==> src/hdl/rth_pkg.sv <==
package rth_pkg;

	localparam int unsigned NUM_CELLS = 12;
	localparam int unsigned QW        = NUM_CELLS;
	localparam int unsigned NW        = 20;
	localparam int unsigned DW        = NW - 1;

	localparam logic [11:0] SLOPE_Q6     = 12'd2730;
	localparam logic [15:0] OFF_RED_Q6   = 16'd0;
	localparam logic [15:0] OFF_GREEN_Q6 = 16'd5461;
	localparam logic [15:0] OFF_BLUE_Q6  = 16'd10923;

	localparam logic [1:0] SEC_RED   = 2'd0;
	localparam logic [1:0] SEC_GREEN = 2'd1;
	localparam logic [1:0] SEC_BLUE  = 2'd2;

	typedef struct packed {
		logic [NW-1:0] hrem;
		logic [DW-1:0] hden;
		logic [QW-1:0] hq;
		logic [NW-1:0] srem;
		logic [DW-1:0] sden;
		logic [QW-1:0] sq;
		logic          neg;
		logic [1:0]    sector;
		logic [7:0]    bright;
	} rth_word_t;

endpackage

==> src/hdl/rgb_to_hsv_8bit.sv <==
// RGB to HSV converter, 8 bits per channel, hue on a 0..255 circle.
// Input: s_tvalid/s_tready/s_tdata, one pixel per transfer
//   (red [7:0], green [15:8], blue [23:16]).
// Output: m_tvalid/m_tready/m_tdata, one result per pixel, same order
//   (hue [7:0], saturation [15:8], brightness [23:16]).
// The pipeline is one front stage (max/min, sector, constant
// multiplies), a chain of 12 divider cells that each resolve one quotient
// bit of both the hue and the saturation division, and the output register.
// Throughput is one pixel per cycle while m_tready keeps the output moving; every
// stage is elastic, so bubbles close up and s_tready stays high while any stage has room.
// When the receiver stalls, the result holds on m_tdata and the chain fills;
// s_tready drops only once all 14 stages hold a pixel.
// Asynchronous reset (arst_n low) empties every stage; no pixel survives it.
module rgb_to_hsv_8bit import rth_pkg::*; (
	input  logic        clk,
	input  logic        arst_n,
	input  logic        s_tvalid,
	output logic        s_tready,
	input  logic [23:0] s_tdata,  // red, green, blue
	output logic        m_tvalid,
	input  logic        m_tready,
	output logic [23:0] m_tdata   // hue, saturation, brightness
);

	logic      cv [NUM_CELLS+1];
	logic      cr [NUM_CELLS+1];
	rth_word_t cd [NUM_CELLS+1];

	rth_front u_front (
		.clk       (clk),
		.arst_n    (arst_n),
		.in_valid  (s_tvalid),
		.in_ready  (s_tready),
		.red       (s_tdata[7:0]),
		.green     (s_tdata[15:8]),
		.blue      (s_tdata[23:16]),
		.out_valid (cv[0]),
		.out_ready (cr[0]),
		.out_data  (cd[0])
	);

	for (genvar k = 0; k < NUM_CELLS; k++) begin : g_cell
		rth_cell u_cell (
			.clk       (clk),
			.arst_n    (arst_n),
			.in_valid  (cv[k]),
			.in_ready  (cr[k]),
			.in_data   (cd[k]),
			.out_valid (cv[k+1]),
			.out_ready (cr[k+1]),
			.out_data  (cd[k+1])
		);
	end

	rth_word_t  last;
	logic [15:0] off;
	logic [12:0] qfix;
	logic [15:0] qext;
	logic [15:0] t;
	logic        valid_q;
	logic [23:0] tdata_q;

	assign last = cd[NUM_CELLS];

	always_comb begin
		unique case (last.sector)
			SEC_RED:   off = OFF_RED_Q6;
			SEC_GREEN: off = OFF_GREEN_Q6;
			SEC_BLUE:  off = OFF_BLUE_Q6;
			default:   off = OFF_RED_Q6;
		endcase
		// floor towards minus infinity for a negative difference
		qfix = {1'b0, last.hq} + 13'((last.neg && last.hrem != '0) ? 1 : 0);
		qext = {3'b0, qfix};
		t    = off + (last.neg ? (~qext + 16'd1) : qext);
	end

	assign cr[NUM_CELLS] = !valid_q || m_tready;
	assign m_tvalid      = valid_q;
	assign m_tdata       = tdata_q;

	always_ff @(posedge clk or negedge arst_n) begin
		if (!arst_n) begin
			valid_q <= 1'b0;
		end else if (cr[NUM_CELLS]) begin
			valid_q <= cv[NUM_CELLS];
		end
	end

	always_ff @(posedge clk) begin
		if (cv[NUM_CELLS] && cr[NUM_CELLS]) begin
			tdata_q <= {last.bright, last.sq[7:0], t[13:6]};
		end
	end

	a_black_no_sat: assert property (@(posedge clk) disable iff (!arst_n)
		m_tvalid && m_tdata[23:16] == 8'd0 |-> m_tdata[15:8] == 8'd0)
		else $error("black pixel with non-zero saturation");

	a_grey_hue: assert property (@(posedge clk) disable iff (!arst_n)
		m_tvalid && m_tdata[15:8] == 8'd0 |-> m_tdata[7:0] == 8'd0)
		else $error("grey pixel with non-zero hue");

	a_full_stall: assert property (@(posedge clk) disable iff (!arst_n)
		!s_tready |-> m_tvalid && !m_tready)
		else $error("input stalled while output stage free");

	a_drain: assert property (@(posedge clk) disable iff (!arst_n)
		m_tvalid && m_tready && !cv[NUM_CELLS] |=> !m_tvalid)
		else $error("result repeated after transfer");

endmodule

==> src/hdl/rth_front.sv <==
module rth_front import rth_pkg::*; (
	input  logic            clk,
	input  logic            arst_n,
	input  logic            in_valid,
	output logic            in_ready,
	input  logic [7:0]      red,
	input  logic [7:0]      green,
	input  logic [7:0]      blue,
	output logic            out_valid,
	input  logic            out_ready,
	output rth_word_t       out_data
);

	logic       valid_q;
	rth_word_t  data_s1;
	rth_word_t  nxt;
	logic [7:0] v;
	logic [7:0] lo;
	logic [8:0] diff;
	logic [7:0] mag;
	logic [7:0] delta;
	logic [1:0] sector;
	logic [7:0] hden8;
	logic [7:0] sden8;

	always_comb begin
		if (red >= green && red >= blue) begin
			v      = red;
			lo     = (green < blue) ? green : blue;
			diff   = {1'b0, green} - {1'b0, blue};
			sector = SEC_RED;
		end else if (green >= blue) begin
			v      = green;
			lo     = (red < blue) ? red : blue;
			diff   = {1'b0, blue} - {1'b0, red};
			sector = SEC_GREEN;
		end else begin
			v      = blue;
			lo     = (red < green) ? red : green;
			diff   = {1'b0, red} - {1'b0, green};
			sector = SEC_BLUE;
		end
		delta = v - lo;
		mag   = diff[8] ? 8'(~diff + 9'd1) : diff[7:0];
		hden8 = (delta == 8'd0) ? 8'd1 : delta;
		sden8 = (v == 8'd0) ? 8'd1 : v;

		nxt.hrem   = NW'(mag) * NW'(SLOPE_Q6);
		nxt.hden   = {hden8, (DW-8)'(0)};
		nxt.hq     = '0;
		nxt.srem   = NW'({delta, 8'd0}) - NW'(delta);
		nxt.sden   = {sden8, (DW-8)'(0)};
		nxt.sq     = '0;
		nxt.neg    = diff[8];
		nxt.sector = sector;
		nxt.bright = v;
	end

	assign in_ready  = !valid_q || out_ready;
	assign out_valid = valid_q;
	assign out_data  = data_s1;

	always_ff @(posedge clk or negedge arst_n) begin
		if (!arst_n) begin
			valid_q <= 1'b0;
		end else if (in_ready) begin
			valid_q <= in_valid;
		end
	end

	always_ff @(posedge clk) begin
		if (in_valid && in_ready) begin
			data_s1 <= nxt;
		end
	end

endmodule

==> src/hdl/rth_cell.sv <==
module rth_cell import rth_pkg::*; (
	input  logic      clk,
	input  logic      arst_n,
	input  logic      in_valid,
	output logic      in_ready,
	input  rth_word_t in_data,
	output logic      out_valid,
	input  logic      out_ready,
	output rth_word_t out_data
);

	// one restoring step for each divider, divisor halves on the way down
	logic      valid_q;
	rth_word_t data_q;
	rth_word_t nxt;
	logic      hge;
	logic      sge;

	always_comb begin
		nxt    = in_data;
		hge    = in_data.hrem >= {1'b0, in_data.hden};
		sge    = in_data.srem >= {1'b0, in_data.sden};
		nxt.hrem = hge ? in_data.hrem - {1'b0, in_data.hden} : in_data.hrem;
		nxt.srem = sge ? in_data.srem - {1'b0, in_data.sden} : in_data.srem;
		nxt.hq   = {in_data.hq[QW-2:0], hge};
		nxt.sq   = {in_data.sq[QW-2:0], sge};
		nxt.hden = in_data.hden >> 1;
		nxt.sden = in_data.sden >> 1;
	end

	assign in_ready  = !valid_q || out_ready;
	assign out_valid = valid_q;
	assign out_data  = data_q;

	always_ff @(posedge clk or negedge arst_n) begin
		if (!arst_n) begin
			valid_q <= 1'b0;
		end else if (in_ready) begin
			valid_q <= in_valid;
		end
	end

	always_ff @(posedge clk) begin
		if (in_valid && in_ready) begin
			data_q <= nxt;
		end
	end

endmodule

==> config.mk <==
export PLATFORM = sky130hd
export DESIGN_NAME = rgb_to_hsv_8bit
export DESIGN_NICKNAME = d
export VERILOG_FILES = /design/src/hdl/rth_pkg.sv /design/src/hdl/rgb_to_hsv_8bit.sv /design/src/hdl/rth_front.sv /design/src/hdl/rth_cell.sv
export SDC_FILE = /design/constraint.sdc
export NUM_CORES = 2
export LEC_CHECK = 0
export BUFFER_PORTS_ARGS = -buffer_cell sky130_fd_sc_hd__buf_2
export CAP_MARGIN = 20
export CORE_UTILIZATION = 69
export DETAILED_ROUTE_END_ITERATION = 7
export GPL_TIMING_DRIVEN = 0
export PLACE_DENSITY_LB_ADDON = 0.12
export RECOVER_POWER = 50
export SYNTH_ARGS = -nofsm -noshare
export SYNTH_HDL_FRONTEND = slang
export SYNTH_SLANG_ARGS = --single-unit
==> constraint.sdc <==
create_clock -name clk -period 7.3 [get_ports clk]
set_input_delay 0.73 -clock clk [delete_from_list [all_inputs] [get_ports clk]]
set_output_delay 0.73 -clock clk [all_outputs]
set_load 0.05 [all_outputs]
==> load_flow_metrics.sql <==
INSERT INTO impl_metrics (metric_group, metric, value, unit) VALUES
('route', 'drt-total-wl', '91400', 'um'),
('cells_and_area', 'design_area', '52300', 'sq um'),
('synth', 'netlist-cell-type-count', '80', ''),
('setup_path', 'arrival', '7560', 'ps'),
('clocking', 'clk-insertion-delay-late', '660', 'ps'),
('power', 'vdd_drop_max', '1500', 'uV'),
('cells_and_area', 'layout_commonest_cell', 'sky130_fd_sc_hd__edfxtp_1', ''),
('floorplan', 'die_width', '264', 'um'),
('synth', 'syn_inst', '3722', ''),
('floorplan', 'initial_core_util', '0.700', ''),
('cells_and_area', 'finish.net_count', '4247', ''),
('setup_path', 'cp_data_required_time', '7700', 'ps'),
('floorplan', 'core', '67500', 'sq um'),
('cells_and_area', 'layout_cell_share_with_drive_strength_beyond_1', '0.0671', ''),
('outcome', 'run_status', 'finished, violations left', ''),
('setup_path', 'worstSetupEndpointType', 'flop', ''),
('timing', 'setup_slack', '142', 'ps'),
('synth', 'synth_ff_type', 'sky130_fd_sc_hd__edfxtp_1', ''),
('clocking', 'cts_root_buffer', 'sky130_fd_sc_hd__clkbuf_16', ''),
('power', 'total_switching_power', '0.00859', 'W'),
('place', 'placedInstanceArea', '49000', 'sq um'),
('timing', 'final.setup_skew', '35.4', 'ps'),
('timing', 'final_period_minus_worst_setup_slack', '7160', 'ps'),
('clocking', 'clkTransAtPathRegs', '60', 'ps'),
('synth', 'synth_area', '47300', 'sq um'),
('global_routing', 'gr-total-overflow', '0', ''),
('global_routing', 'first_global_vias', '30100', ''),
('timing', 'max-slew-margin-rel', '-1.61', ''),
('setup_path', 'timing.setup.critical_path_class', 'in -> reg', ''),
('route', 'drt-initial-drc-count', '1938', ''),
('setup_path', 'start_kind', 'input port', ''),
('synth', 'synth-warning-count', '0', ''),
('cells_and_area', 'post-route-util', '0.774', ''),
('timing', 'timing_hold_violations_final', '0', ''),
('global_routing', 'antenna_found_initial', '0', ''),
('route', 'wire_per_inst', '18.8', 'um'),
('setup_path', 'critical_path_peak_fanout', '8', ''),
('place', 'dpl_worst_slack', '-1370', 'ps'),
('synth', 'synth_seq_cells', '972', ''),
('synth', 'postSynthNetCount', '4068', ''),
('timing', 'worst_slew_pin_slew', '3920', 'ps'),
('power', 'clock_power_share', '0.199', ''),
('synth', 'synth-async-reset-ratio', '0.0144', ''),
('cells_and_area', 'area_delta_synth_final', '10.6', '%'),
('power', 'intPower', '0.0158', 'W'),
('route', 'dr.pass1.iters', '6', ''),
('place', 'gp_congestion', '0.947', ''),
('clocking', 'cts_htree_levels', '3', ''),
('timing', 'timing.final.max_slew_violations', '366', ''),
('power', 'p_leak', '20.1', 'nW'),
('timing', 'maxClockFrequency', '140', 'MHz'),
('floorplan', 'die_area', '69500', 'sq um'),
('synth', 'seq_area_frac_synth', '0.616', ''),
('route', 'drcViolationCount', '0', ''),
('route', 'vias', '28800', ''),
('synth', 'post_synth_edffs', '958', ''),
('timing', 'min_period_over_period', '0.981', ''),
('power', 'power.density', '466', 'nW/um^2'),
('route', 'route.antenna.remaining_nets', '0', ''),
('power', 'power.sequential.fraction', '0.399', ''),
('floorplan', 'num_rows', '95', ''),
('floorplan', 'boundaryPins', '54', ''),
('place', 'place_hpwl', '65800', 'um'),
('flow_run', 'cap_violations', '7', ''),
('clocking', 'numClockSinks', '972', ''),
('synth', 'syn-mean-instance-area', '12.7', 'sq um'),
('power', 'power_frac_comb', '0.402', ''),
('timing', 'setup_violations', '0', ''),
('global_routing', 'largest_net_degree_at_the_start_of_global_routing', '77', ''),
('min_path', 'timing.hold.worst.class', 'in -> reg', ''),
('cells_and_area', 'antenna_cells_inserted', '0', ''),
('cells_and_area', 'layout.cells.most_common_list', 'sky130_fd_sc_hd__edfxtp_1, sky130_fd_sc_hd__inv_1, sky130_fd_sc_hd__ha_1', ''),
('clocking', 'tritoncts', 'done', ''),
('global_routing', 'grt_pass1_wl', '147000', 'um'),
('floorplan', 'die_y', '264', 'um'),
('route', 'vias_per_cell', '5.93', ''),
('global_routing', 'globalRouteTotalUtil', '0.265', ''),
('outcome', 'violated_checks', 'max-capacitance violations, max-slew violations', ''),
('clocking', 'tritoncts.num_buffers', '94', ''),
('power', 'switching_share', '0.353', ''),
('place', 'numPortBuffers', '53', ''),
('clocking', 'clockBufferDepth', '3', '');
sequential cells by signal (all words and copies together), names as in the netlist:
signal / flops
u_front.out_data: 63
g_cell.u_cell.out_valid: 12
m_tdata: 24
u_front.out_valid: 1
m_tvalid: 1
g_cell.u_cell.out_data: 871
final timing paths:
kind / startpoint / to / slack (ps) / cells after the start
max: s_tdata[18] / u_front.out_data[112] / 140 / 27
min: s_tvalid / u_front.out_valid / 310 / 2
max reg2reg: m_tvalid / g_cell[10].u_cell.out_data[50] / 2380 / 4
min reg2reg: g_cell[7].u_cell.out_data[0] / g_cell[8].u_cell.out_data[0] / 400 / 0
max in group asynchronous: arst_n / g_cell[8].u_cell.out_valid / 5970 / 2
min in group asynchronous: arst_n / g_cell[10].u_cell.out_valid / 730 / 2
layer usage:
layer	vias up	track usage	part of all wire	wire length, um
met5	-	0	0	0
met3	243	0.0310	0.037	3360
met1	13800	0.285	0.38	34400
li1	13900	-	-	-
met2	798	0.509	0.54	49400
met4	0	0.135	0.046	4210
synthesized netlist by cell type (39+ instances only):
| cell | number | area, sq um |
|---|---|---|
| sky130_fd_sc_hd__edfxtp_1 | 958 | 28800 |
| sky130_fd_sc_hd__inv_1 | 375 | 1410 |
| sky130_fd_sc_hd__ha_1 | 279 | 3490 |
| sky130_fd_sc_hd__nor2_1 | 241 | 905 |
| sky130_fd_sc_hd__nand2_1 | 234 | 878 |
| sky130_fd_sc_hd__o21ai_0 | 185 | 926 |
| sky130_fd_sc_hd__a21oi_1 | 183 | 916 |
| sky130_fd_sc_hd__xnor2_1 | 174 | 1520 |
| sky130_fd_sc_hd__xor2_1 | 125 | 1090 |
| sky130_fd_sc_hd__nor3_1 | 90 | 450 |
| sky130_fd_sc_hd__nor2b_1 | 72 | 450 |
| sky130_fd_sc_hd__a21o_1 | 70 | 526 |
| sky130_fd_sc_hd__nand2b_1 | 65 | 407 |
| sky130_fd_sc_hd__nand3_1 | 57 | 285 |
| sky130_fd_sc_hd__nor4_1 | 53 | 332 |
| sky130_fd_sc_hd__a21boi_0 | 47 | 353 |
| sky130_fd_sc_hd__fa_1 | 39 | 781 |
power groups by stage:
stage / Combinational (W) / Sequential, W / Clock (W)
after global placement: 0.00896 / 0.00971 / 0
after CTS: 0.00979 / 0.00965 / 0.00490
after floorplan: 0.00732 / 0.00958 / 0
after global routing: 0.0109 / 0.00988 / 0.00510
after detailed placement: 0.00951 / 0.00973 / 0
final: 0.00978 / 0.00972 / 0.00484
worst max-delay path, cell delays in order:
cell	delay (ps)
sky130_fd_sc_hd__buf_2	200
sky130_fd_sc_hd__inv_1	90
sky130_fd_sc_hd__ha_1	350
sky130_fd_sc_hd__a21oi_1	180
sky130_fd_sc_hd__o21ai_0	140
sky130_fd_sc_hd__a21oi_2	280
sky130_fd_sc_hd__nand2_1	300
sky130_fd_sc_hd__mux2i_1	360
sky130_fd_sc_hd__mux2i_2	180
sky130_fd_sc_hd__or3b_1	370
sky130_fd_sc_hd__clkbuf_1	170
sky130_fd_sc_hd__xor2_1	180
sky130_fd_sc_hd__nor2_1	220
sky130_fd_sc_hd__a22oi_2	140
sky130_fd_sc_hd__fa_1	570
sky130_fd_sc_hd__fa_1	470
sky130_fd_sc_hd__fa_1	550
sky130_fd_sc_hd__inv_1	40
sky130_fd_sc_hd__ha_1	310
sky130_fd_sc_hd__nor2b_1	180
sky130_fd_sc_hd__or4_1	460
sky130_fd_sc_hd__a31oi_4	190
sky130_fd_sc_hd__nor2b_1	70
sky130_fd_sc_hd__o21a_1	210
sky130_fd_sc_hd__o41ai_4	360
sky130_fd_sc_hd__o21ai_1	120
sky130_fd_sc_hd__xnor2_1	130
kinds of logic (layout without fill, tap and decap cells):
family	Yosys count	count (layout)	share of synthesized area
AND/OR/NAND/NOR	1003	1003	0.107
flip-flops	972	972	0.616
buffers and inverters	422	679	0.0337
adder cells (fa/ha/maj)	318	318	0.0904
AO/OA/AOI/OAI	669	669	0.0884
XOR/XNOR	299	299	0.0554
other	1	1	0.0000793
multiplexers	38	38	0.00850
what timing repair did:
item	4_1_cts	5_1_grt
endpoints found under the setup margin	5	3
hold buffers	1	0
pin swaps	6	4
gates resized for setup	12	17
hold endpoints to repair	14	0
setup buffers	6	13
cell type report:
cell class | instances | area, sq um
Clock inverter | 51 | 539
Fill cell | 3877 | 15300
Sequential cell | 972 | 29100
Timing Repair Buffer | 86 | 542
Clock buffer | 123 | 2590
Inverter | 376 | 1420
Buffer | 43 | 204
Tap cell | 873 | 1090
Multi-Input combinational cell | 2328 | 16700
metrics by stage:
step	setup TNS, ps	hold WS, ps	cells	total power, W
finish	0	310	4852	0.0243
global route	-12.5	290	4852	0.0259
CTS	0	261	4840	0.0243
detailed placement	-7090	405	4661	0.0192
global placement	-6770	400	4648	0.0187
floorplan	0	400	3722	0.0169
No activity file was read; power rests on OpenSTA's default activity.
